### src/satpc_pkg.sv
// Shared constants of the polygon collision tester.
// No dependencies; used by sat_polygon_collision.
package satpc_pkg;

  // Port width of one vertex coordinate field
  localparam int unsigned FIELD_W = 16;

  // Shape tags carried by shape_sel
  localparam logic SHAPE_A = 1'b0;
  localparam logic SHAPE_B = 1'b1;

endpackage

### src/sat_polygon_collision.sv
// Separating axis collision test of two convex polygons, exact integer arithmetic.
// Depends on satpc_pkg for field widths and shape tags.
//
//  channel | ports                                                     | direction
//  input   | in_valid/in_ready, in_shape_sel, in_vertex_x, in_vertex_y, |
//          | in_final_vertex                                           | into block
//  result  | out_valid/out_ready, out_collide, out_shape_error         | out of block
//
// A non-final vertex is stored while idle. A final vertex starts the test:
// a check state, then for each of the nA+nB axes until one separates, E0-E2
// form the axis, each vertex passes the one dot-product unit, a compare state
// tests; a result state loads the result register. A bad shape skips the axes.
// Reset clears the counts and the overflow flag; the vertex store is not cleared.
// in_ready is low while a test runs, and stays low at its end until an earlier
// result has drained; vertices of the next item load while a result waits.
module sat_polygon_collision #(
  parameter int unsigned MAX_VERTICES = 16,
  parameter int unsigned COORD_WIDTH  = 16
) (
  input  logic                                 clk,
  input  logic                                 rst_n,
  input  logic                                 in_valid,
  output logic                                 in_ready,
  input  logic                                 in_shape_sel,
  input  logic signed [satpc_pkg::FIELD_W-1:0] in_vertex_x,
  input  logic signed [satpc_pkg::FIELD_W-1:0] in_vertex_y,
  input  logic                                 in_final_vertex,
  output logic                                 out_valid,
  input  logic                                 out_ready,
  output logic                                 out_collide,
  output logic                                 out_shape_error
);

  localparam int unsigned CW     = COORD_WIDTH;
  localparam int unsigned RAW_W  = (CW > satpc_pkg::FIELD_W) ? CW : satpc_pkg::FIELD_W;
  localparam int unsigned IDX_W  = $clog2(MAX_VERTICES);
  localparam int unsigned CNT_W  = $clog2(MAX_VERTICES + 1);
  localparam int unsigned ADDR_W = IDX_W + 1;
  localparam int unsigned MEM_D  = 2 ** ADDR_W;
  localparam int unsigned AX_W   = CW + 1;
  localparam int unsigned PROD_W = 2 * CW + 1;
  localparam int unsigned DOT_W  = 2 * CW + 2;

  localparam logic [CNT_W-1:0] MAX_CNT = CNT_W'(MAX_VERTICES);
  localparam logic [CNT_W-1:0] MIN_CNT = CNT_W'(3);

  localparam logic [3:0] ST_IDLE  = 4'd0;
  localparam logic [3:0] ST_CHECK = 4'd1;
  localparam logic [3:0] ST_E0    = 4'd2;
  localparam logic [3:0] ST_E1    = 4'd3;
  localparam logic [3:0] ST_E2    = 4'd4;
  localparam logic [3:0] ST_P_RD  = 4'd5;
  localparam logic [3:0] ST_P_MUL = 4'd6;
  localparam logic [3:0] ST_P_ACC = 4'd7;
  localparam logic [3:0] ST_TEST  = 4'd8;
  localparam logic [3:0] ST_RES   = 4'd9;

  // Vertex store, both shapes: entry {y, x}
  logic [2*CW-1:0] mem [MEM_D];
  logic [2*CW-1:0] rd_data_r;
  logic [ADDR_W-1:0] rd_addr;

  logic [3:0] state_r, state_nxt;
  logic [CNT_W-1:0] a_cnt_r, a_cnt_nxt, b_cnt_r, b_cnt_nxt;
  logic ovf_r, ovf_nxt;
  logic poly_r, poly_nxt;                 // shape whose edges give the axes
  logic [IDX_W-1:0] edge_r, edge_nxt;
  logic pshape_r, pshape_nxt;             // shape being projected
  logic [IDX_W-1:0] vidx_r, vidx_nxt;
  logic signed [CW-1:0] x0_r, x0_nxt, y0_r, y0_nxt;
  logic signed [AX_W-1:0] ax_r, ax_nxt, ay_r, ay_nxt;
  logic signed [PROD_W-1:0] px_r, px_nxt, py_r, py_nxt;
  logic signed [DOT_W-1:0] amin_r, amin_nxt, amax_r, amax_nxt;
  logic signed [DOT_W-1:0] bmin_r, bmin_nxt, bmax_r, bmax_nxt;
  logic hit_r, hit_nxt, err_r, err_nxt;
  logic out_valid_r, out_valid_nxt, out_collide_r, out_collide_nxt;
  logic out_err_r, out_err_nxt;

  logic in_acc;
  logic [RAW_W-1:0] raw_x, raw_y;
  logic signed [CW-1:0] in_x, in_y, rd_x, rd_y;
  logic [CNT_W-1:0] in_cnt, poly_cnt, proj_cnt, edge_inc, vidx_inc;
  logic edge_last, vidx_last, room;
  logic [IDX_W-1:0] edge_next;
  logic signed [DOT_W-1:0] dot;

  assign in_ready = (state_r == ST_IDLE);
  assign in_acc   = in_valid && in_ready;

  assign raw_x = RAW_W'($unsigned(in_vertex_x));
  assign raw_y = RAW_W'($unsigned(in_vertex_y));
  assign in_x  = raw_x[CW-1:0];
  assign in_y  = raw_y[CW-1:0];
  assign rd_x  = rd_data_r[CW-1:0];
  assign rd_y  = rd_data_r[2*CW-1:CW];

  assign in_cnt   = (in_shape_sel == satpc_pkg::SHAPE_B) ? b_cnt_r : a_cnt_r;
  assign room     = (in_cnt < MAX_CNT);
  assign poly_cnt = (poly_r == satpc_pkg::SHAPE_B) ? b_cnt_r : a_cnt_r;
  assign proj_cnt = (pshape_r == satpc_pkg::SHAPE_B) ? b_cnt_r : a_cnt_r;

  assign edge_inc  = CNT_W'(edge_r) + CNT_W'(1);
  assign edge_last = (edge_inc == poly_cnt);
  assign edge_next = edge_last ? '0 : edge_inc[IDX_W-1:0];
  assign vidx_inc  = CNT_W'(vidx_r) + CNT_W'(1);
  assign vidx_last = (vidx_inc == proj_cnt);

  assign dot = DOT_W'(px_r) + DOT_W'(py_r);

  always_comb begin
    case (state_r)
      ST_E0:   rd_addr = {poly_r, edge_r};
      ST_E1:   rd_addr = {poly_r, edge_next};
      default: rd_addr = {pshape_r, vidx_r};
    endcase
  end

  always_ff @(posedge clk) begin
    if (in_acc && room) begin
      mem[{in_shape_sel, in_cnt[IDX_W-1:0]}] <= {in_y, in_x};
    end
    rd_data_r <= mem[rd_addr];
  end

  always_comb begin
    state_nxt       = state_r;
    a_cnt_nxt       = a_cnt_r;
    b_cnt_nxt       = b_cnt_r;
    ovf_nxt         = ovf_r;
    poly_nxt        = poly_r;
    edge_nxt        = edge_r;
    pshape_nxt      = pshape_r;
    vidx_nxt        = vidx_r;
    x0_nxt          = x0_r;
    y0_nxt          = y0_r;
    ax_nxt          = ax_r;
    ay_nxt          = ay_r;
    px_nxt          = px_r;
    py_nxt          = py_r;
    amin_nxt        = amin_r;
    amax_nxt        = amax_r;
    bmin_nxt        = bmin_r;
    bmax_nxt        = bmax_r;
    hit_nxt         = hit_r;
    err_nxt         = err_r;
    out_valid_nxt   = out_valid_r;
    out_collide_nxt = out_collide_r;
    out_err_nxt     = out_err_r;

    if (out_valid_r && out_ready) begin
      out_valid_nxt = 1'b0;
    end

    case (state_r)
      ST_IDLE: begin
        if (in_acc) begin
          if (!room) begin
            ovf_nxt = 1'b1;
          end else if (in_shape_sel == satpc_pkg::SHAPE_B) begin
            b_cnt_nxt = b_cnt_r + CNT_W'(1);
          end else begin
            a_cnt_nxt = a_cnt_r + CNT_W'(1);
          end
          if (in_final_vertex) begin
            state_nxt = ST_CHECK;
          end
        end
      end
      ST_CHECK: begin
        poly_nxt = satpc_pkg::SHAPE_A;
        edge_nxt = '0;
        if (ovf_r || a_cnt_r < MIN_CNT || b_cnt_r < MIN_CNT) begin
          hit_nxt   = 1'b0;
          err_nxt   = 1'b1;
          state_nxt = ST_RES;
        end else begin
          err_nxt   = 1'b0;
          state_nxt = ST_E0;
        end
      end
      ST_E0: begin
        state_nxt = ST_E1;
      end
      ST_E1: begin
        // hold the edge start vertex
        x0_nxt    = rd_x;
        y0_nxt    = rd_y;
        state_nxt = ST_E2;
      end
      ST_E2: begin
        ax_nxt     = AX_W'(y0_r) - AX_W'(rd_y);
        ay_nxt     = AX_W'(rd_x) - AX_W'(x0_r);
        pshape_nxt = satpc_pkg::SHAPE_A;
        vidx_nxt   = '0;
        state_nxt  = ST_P_RD;
      end
      ST_P_RD: begin
        state_nxt = ST_P_MUL;
      end
      ST_P_MUL: begin
        px_nxt    = PROD_W'(rd_x) * PROD_W'(ax_r);
        py_nxt    = PROD_W'(rd_y) * PROD_W'(ay_r);
        state_nxt = ST_P_ACC;
      end
      ST_P_ACC: begin
        if (pshape_r == satpc_pkg::SHAPE_B) begin
          if (vidx_r == '0 || dot < bmin_r) bmin_nxt = dot;
          if (vidx_r == '0 || dot > bmax_r) bmax_nxt = dot;
        end else begin
          if (vidx_r == '0 || dot < amin_r) amin_nxt = dot;
          if (vidx_r == '0 || dot > amax_r) amax_nxt = dot;
        end
        if (!vidx_last) begin
          vidx_nxt  = vidx_inc[IDX_W-1:0];
          state_nxt = ST_P_RD;
        end else if (pshape_r == satpc_pkg::SHAPE_A) begin
          pshape_nxt = satpc_pkg::SHAPE_B;
          vidx_nxt   = '0;
          state_nxt  = ST_P_RD;
        end else begin
          state_nxt = ST_TEST;
        end
      end
      ST_TEST: begin
        if (!(amax_r >= bmin_r && amin_r < bmax_r)) begin
          // separating axis found
          hit_nxt   = 1'b0;
          state_nxt = ST_RES;
        end else if (!edge_last) begin
          edge_nxt  = edge_next;
          state_nxt = ST_E0;
        end else if (poly_r == satpc_pkg::SHAPE_A) begin
          poly_nxt  = satpc_pkg::SHAPE_B;
          edge_nxt  = '0;
          state_nxt = ST_E0;
        end else begin
          hit_nxt   = 1'b1;
          state_nxt = ST_RES;
        end
      end
      ST_RES: begin
        // wait for the result register to drain, then empty both stores
        if (!out_valid_r || out_ready) begin
          out_valid_nxt   = 1'b1;
          out_collide_nxt = hit_r;
          out_err_nxt     = err_r;
          a_cnt_nxt       = '0;
          b_cnt_nxt       = '0;
          ovf_nxt         = 1'b0;
          state_nxt       = ST_IDLE;
        end
      end
      default: begin
        state_nxt = ST_IDLE;
      end
    endcase
  end

  always_ff @(posedge clk) begin
    if (!rst_n) begin
      state_r     <= ST_IDLE;
      a_cnt_r     <= '0;
      b_cnt_r     <= '0;
      ovf_r       <= 1'b0;
      out_valid_r <= 1'b0;
    end else begin
      state_r     <= state_nxt;
      a_cnt_r     <= a_cnt_nxt;
      b_cnt_r     <= b_cnt_nxt;
      ovf_r       <= ovf_nxt;
      out_valid_r <= out_valid_nxt;
    end
  end

  always_ff @(posedge clk) begin
    poly_r        <= poly_nxt;
    edge_r        <= edge_nxt;
    pshape_r      <= pshape_nxt;
    vidx_r        <= vidx_nxt;
    x0_r          <= x0_nxt;
    y0_r          <= y0_nxt;
    ax_r          <= ax_nxt;
    ay_r          <= ay_nxt;
    px_r          <= px_nxt;
    py_r          <= py_nxt;
    amin_r        <= amin_nxt;
    amax_r        <= amax_nxt;
    bmin_r        <= bmin_nxt;
    bmax_r        <= bmax_nxt;
    hit_r         <= hit_nxt;
    err_r         <= err_nxt;
    out_collide_r <= out_collide_nxt;
    out_err_r     <= out_err_nxt;
  end

  assign out_valid       = out_valid_r;
  assign out_collide     = out_collide_r;
  assign out_shape_error = out_err_r;

`ifndef SYNTHESIS
  a_cnt_bound: assert property (@(posedge clk) disable iff (!rst_n)
    (a_cnt_r <= MAX_CNT) && (b_cnt_r <= MAX_CNT))
    else $error("vertex count beyond store depth");

  final_starts_test: assert property (@(posedge clk) disable iff (!rst_n)
    (in_valid && in_ready && in_final_vertex) |=> (state_r == ST_CHECK))
    else $error("final vertex did not start the test");

  stores_emptied: assert property (@(posedge clk) disable iff (!rst_n)
    (state_r == ST_RES && state_nxt == ST_IDLE) |=>
      (a_cnt_r == '0 && b_cnt_r == '0 && !ovf_r && out_valid_r))
    else $error("stores not emptied after result");

  error_no_hit: assert property (@(posedge clk) disable iff (!rst_n)
    out_valid_r |-> !(out_collide_r && out_err_r))
    else $error("collide reported with shape error");
`endif

endmodule

### config.mk
export PLATFORM = sky130hd
export DESIGN_NAME = sat_polygon_collision
export DESIGN_NICKNAME = d
export VERILOG_FILES = /design/src/satpc_pkg.sv /design/src/sat_polygon_collision.sv
export SDC_FILE = /design/constraint.sdc
export NUM_CORES = 2
export LEC_CHECK = 0
export ABC_AREA = 0
export BUFFER_PORTS_ARGS = -buffer_cell sky130_fd_sc_hd__buf_2
export CAP_MARGIN = 5
export CORE_MARGIN = 2
export CORE_UTILIZATION = 30
export CTS_CLUSTER_SIZE = 20
export DETAILED_ROUTE_END_ITERATION = 8
export GPL_ROUTABILITY_DRIVEN = 0
export GPL_TIMING_DRIVEN = 0
export PLACE_DENSITY = 0.53
export SETUP_SLACK_MARGIN = 0.02
export SKIP_LAST_GASP = 1
export SLEW_MARGIN = 15
export SYNTH_ARGS = -nofsm -noshare
export SYNTH_HDL_FRONTEND = slang
export SYNTH_SLANG_ARGS = --single-unit
export TNS_END_PERCENT = 1
### constraint.sdc
create_clock -name clk -period 8.03 [get_ports clk]
set_input_delay 0.803 -clock clk [delete_from_list [all_inputs] [get_ports clk]]
set_output_delay 0.803 -clock clk [all_outputs]
set_load 0.1 [all_outputs]
# Yosys cells after proc, flatten, opt, wreduce, memory -nomap -nowiden
# Memories as Yosys holds them, arrays and structs flattened. A register that Yosys moved wholly into a read port is not among the register bits.
# Index checks and enable logic that the tools add are counted.
# classes
n_mul	2
muxes	51
eq_ne	26
bitwise	1
n_lt_le_gt_ge	9
reduce_logical	31
add_sub_neg	7
# op_table
cell	count
less-than comparator 34 bit	3
> comparator 34 bit	2
multiplier 16 x 17 -> 33 bit	2
2-to-1 mux 4 bit	15
2-to-1 mux 5 bit	10
case mux 4 bit (10 select lines)	1
adder 33 x 33 -> 34 bit	1
>= comparator 34 bit	1
subtractor 16 x 16 -> 17 bit	2
case mux 5 bit (2 select lines)	3
AND reduction 3 bit	7
== test 4 x 3 -> 1 bit, second input constant	4
2-to-1 mux 1 bit	16
case mux 4 bit (2 select lines)	2
!= test 2 bit, second input constant	7
!= test 3 bit, second input constant	4
adder 4 x 1 -> 5 bit, second input constant	2
adder 5 x 1 -> 5 bit, second input constant	2
== test 5 bit	2
less-than comparator 5 x 2 -> 1 bit, second input constant	2
AND reduction 5 bit	2
== test 4 x 2 -> 1 bit, second input constant	2
== test 4 bit, second input constant	2
zero test 4 bit	2
other kinds (11)	31
# totals
input_bits	38
reg_bits	298
ramBits	1024
mem_count	1
# mem_list
name	words	word_bits	read_ports	rd_ports_with_merged_regs	write_ports	line_no	rtl
mem	32	32	1	1	1	sat_polygon_collision.sv:59	logic [2*CW-1:0] mem [MEM_D];

# Depth between registers and ports, before layout
# depth
word_depth	6
mapped_depth	25
mapped_depth_nobuf	24

# Worst setup path before layout
# Ideal clock, no wire load.
# synth_path
path_type	reg-to-reg
from	register rd_data_r[24] (read register of mem)
to	register py_r[32], data pin
t_arrival_ns	6.344
setup_ns	0.260
stages_incl_launch_ff	26
path_buffers	2
setup_slack_ns	1.426
path_cell_list	dfxtp_1 -> clkbuf_1 -> clkbuf_1 -> nand2_1 -> fa_1 -> inv_1 -> fa_1 -> inv_1 -> fa_1 -> inv_1 -> fa_1 -> fa_1 -> inv_1 -> fa_1 -> inv_1 -> ha_1 -> nand4_1 -> or2_2 -> o32a_1 -> a21oi_1 -> a21oi_1 -> o41ai_1 -> nand4_1 -> nand2_1 -> a21oi_1 -> xnor2_1
# synth_between
elab_chain_len	1
# synth_rtl
element	line_no	rtl
from (decl)	sat_polygon_collision.sv:60	logic [2*CW-1:0] rd_data_r;
multiplier 16 x 17 -> 33 bit	sat_polygon_collision.sv:202	py_nxt = PROD_W'(rd_y) * PROD_W'(ay_r);
to (signal assigned)	sat_polygon_collision.sv:285	py_r <= py_nxt;
to (decl)	sat_polygon_collision.sv:72	logic signed [PROD_W-1:0] px_r, px_nxt, py_r, py_nxt;
# Every way passes these cells.
# A chain may end at the register's enable or synchronous reset.

# Final worst setup path
# layout_path
from	register rd_data_r[10] (read register of mem)
to	register px_r[32], data pin
# layout_between
elab_chain_len	1
# layout_rtl
element	line_no	rtl
multiplier 16 x 17 -> 33 bit	sat_polygon_collision.sv:201	px_nxt = PROD_W'(rd_x) * PROD_W'(ax_r);
to (signal assigned)	sat_polygon_collision.sv:284	px_r <= px_nxt;
to (decl)	sat_polygon_collision.sv:72	
# Every way passes these cells.

==> flow_summary.toml <==
[run_status]
status = "finished, final reports clean"

[timing]
fmax_ghz = 0.1287
fin_skew_ns = 0.08239
maxSlewViolCount = 0
relSlewSlack = 0.1858
rsz0062_at_grt = "yes"
finalSetupViolations = 0
worst_pin_slew_ns = 1.213
fin_crit_ns = 7.768
setup_ws_ns = 0.2617
post-route-period-util = 0.9674
hold_viol = 0

[final_layout]
final_layout_size_suffix_gt1_frac = 0.08026
layout_commonest_cell = "edfxtp_1"
syn2layout_area_growth_pct = 13.36
stdcell_area_mm2 = 0.09013
nets = 7934
fillCellCount = 26229
final_cell_mix = "edfxtp_1, nand2_1, inv_1"
utilization = 0.3409
fin_cells = 10553

[global_route]
antenna_found_initial = 18
grt_util_all_layers = 0.1640
grt_pass1_wl_um = 332500
grt_max_degree = 33
grt_pass1_vias = 51635
grt_overflow = 0

[routing]
vias = 51062
wl_per_cell_um = 21.11
wl_um = 222800
dr.pass1.iters = 8
postRouteAntennaNets = 0
viasPerCell = 4.839
drtIter0Drc = 4012
drc = 0

[cts]
cts_tree = "done"
clock-root-buffer = "clkbuf_16"
clockBufferDepth = 3
h-tree-depth = 4
cts_sinks = 1354
clk_latency_ns = 0.81
clk_pin_slew_ns = 0.06
cts_inserted_buffers = 146
hold_buffers = 0

[worst_hold_path]
hp-class = "in2reg"

[synth]
synth_seq_area_share = 0.5053
yosysWarnings = 0
synth_xor_area_frac = 0.01570
post_synth_fa_ha_maj_area_fraction = 0.2088
synthArstFlopShare = 0
synthesis.nets = 7702
netlist-cell-type-count = 76
netlist_instances = 6670
syn_area_mm2 = 0.07951
synth_top_family_by_area = "adder cells"
synth-edff-count = 1306
synthSimpleGateAreaFrac = 0.1250
ys_ff_latch = 1354
synth_compound_area_frac = 0.07248
synth_top_flop_cell = "edfxtp_1"
avgSynthCellArea_um2 = 11.92
synthMuxAreaShare = 0.01821

[floorplan]
dieArea_mm2 = 0.2692
fp.dieH_um = 518.8
boundaryPins = 42
die_w_um = 518.8
coreArea_mm2 = 0.2644
row_count = 189
start_util = 0.3007

[setup_path]
worstRegToRegCells = 21
startpoint = "rd_data_r[10]"
crit_type = "reg2reg"
crit_end = "px_r[32]"
critPathLaunchType = "flop"
rr_startpoint = "rd_data_r[10]"
endpoint_kind = "flop"
cp_data_required_time_ns = 8.53
critPathMaxFanout = 10
cp.arrival_ns = 8.26
r2r-end = "px_r[32]"
reg2reg_slack_ns = 0.26

[placement]
post-place-cells = 10290
dpl-instance-area_mm2 = 0.08530
place_ws_ns = -0.5027
io_buffers = 40
place_hpwl_um = 170200

[job]
cap_violations = 0
## per-stage QoR
stage                     setup TNS (ns)  hold WS [ns]
final                                  0        0.3820
after global routing             -0.1879        0.3779
after CTS                              0        0.3184
after detailed placement          -1.548        0.4202
after global placement            -69.19        0.4228
after floorplan                        0        0.4003
## what timing repair did
action,4_1_cts,5_1_grt
setup buffers,0,3
gates resized for setup,18,36
endpoints found under the setup margin,5,9
## cell type report
class | count | area, um^2 | share of cell area
Sequential cell | 1354 | 40190 | 0.4459
Buffer | 273 | 1255 | 0.01392
Inverter | 820 | 3078 | 0.03415
Multi-Input combinational cell | 4216 | 35360 | 0.3923
Antenna cell | 5 | 12.51 | 0.0001388
Tap cell | 3533 | 4420 | 0.04905
Timing Repair Buffer | 91 | 1080 | 0.01198
Clock inverter | 68 | 823.3 | 0.009135
Clock buffer | 193 | 3911 | 0.04340
## synthesized netlist by cell type, types with 28 or more instances
cell / instances / area share
edfxtp_1: 1306 / 0.49
nand2_1: 1093 / 0.052
inv_1: 820 / 0.039
fa_1: 555 / 0.14
ha_1: 439 / 0.069
and2_1: 274 / 0.022
nand3_1: 229 / 0.014
nor2_1: 185 / 0.0087
a21oi_1: 178 / 0.011
clkbuf_1: 168 / 0.0079
mux2i_1: 139 / 0.017
xnor2_1: 110 / 0.012
and3_1: 108 / 0.0085
a21o_1: 105 / 0.0099
o21ai_0: 97 / 0.0061
a311oi_1: 96 / 0.011
buf_2: 78 / 0.0049
a211oi_1: 49 / 0.0046
dfxtp_1: 48 / 0.012
nand2b_1: 48 / 0.0038
a31oi_1: 47 / 0.0037
nand4_1: 45 / 0.0035
nor2b_1: 37 / 0.0029
o22ai_1: 34 / 0.0027
a311o_1: 32 / 0.0040
a31o_2: 30 / 0.0033
nor3_1: 30 / 0.0019
xor2_1: 30 / 0.0033
nor3_2: 28 / 0.0035
o21a_1: 28 / 0.0026
## critical path, stage by stage, from the launching register on
cell      delay (ns)
dfxtp_1         0.98
clkbuf_1        0.49
nand2_1         0.16
fa_1            0.55
inv_1           0.05
fa_1            0.57
fa_1            0.44
fa_1            0.46
fa_1            0.48
inv_1           0.04
fa_1            0.48
inv_1           0.04
ha_1            0.34
a21oi_1         0.35
nand2_1         0.11
nor2_1          0.21
o211ai_1        0.36
a211oi_2        0.42
o21ai_0         0.19
a21o_1          0.19
a21oi_1         0.23
xnor2_2         0.26
## flip-flops by register name, summed over array words and instances, names as in the netlist, 17 cells and up
signal	cells
ax_r	17
py_r	33
bmax_r	34
ay_r	17
amin_r	34
bmin_r	34
amax_r	34
rd_data_r	32
mem	1024
px_r	33
## cell families (layout without fill, tap and decap cells)
group | count (synthesis) | after routing
xor gates and xnor gates | 141 | 141
DFF | 1354 | 1354
adders and majority gates | 994 | 994
and+or+nand+nor | 2125 | 2125
AOI/OAI and AO/OA | 814 | 814
buffers and inverters | 1100 | 1445
other | 0 | 5
muxes | 142 | 142
## worst min-delay path by stage
stage	startpoint	end	slack (ns)	depth (start not counted)
global placement	rd_data_r[28]	y0_r[12]	0.42	0
finish	out_ready	out_valid	0.38	3
floorplan	hit_r	out_collide	0.40	0
CTS	out_ready	out_valid	0.32	3
global route	out_ready	out_valid	0.38	3
detailed placement	rd_data_r[25]	y0_r[9]	0.42	0
## metal layers
metal | GRT usage | wire, um
met5 | 0 | 13
met4 | 0.04386 | 5739
met3 | 0.02601 | 12570
met2 | 0.2776 | 107900
met1 | 0.2173 | 96490
Power is not shown: default switching activity piles up to over one toggle a cycle in this logic, so the estimate is an artifact.
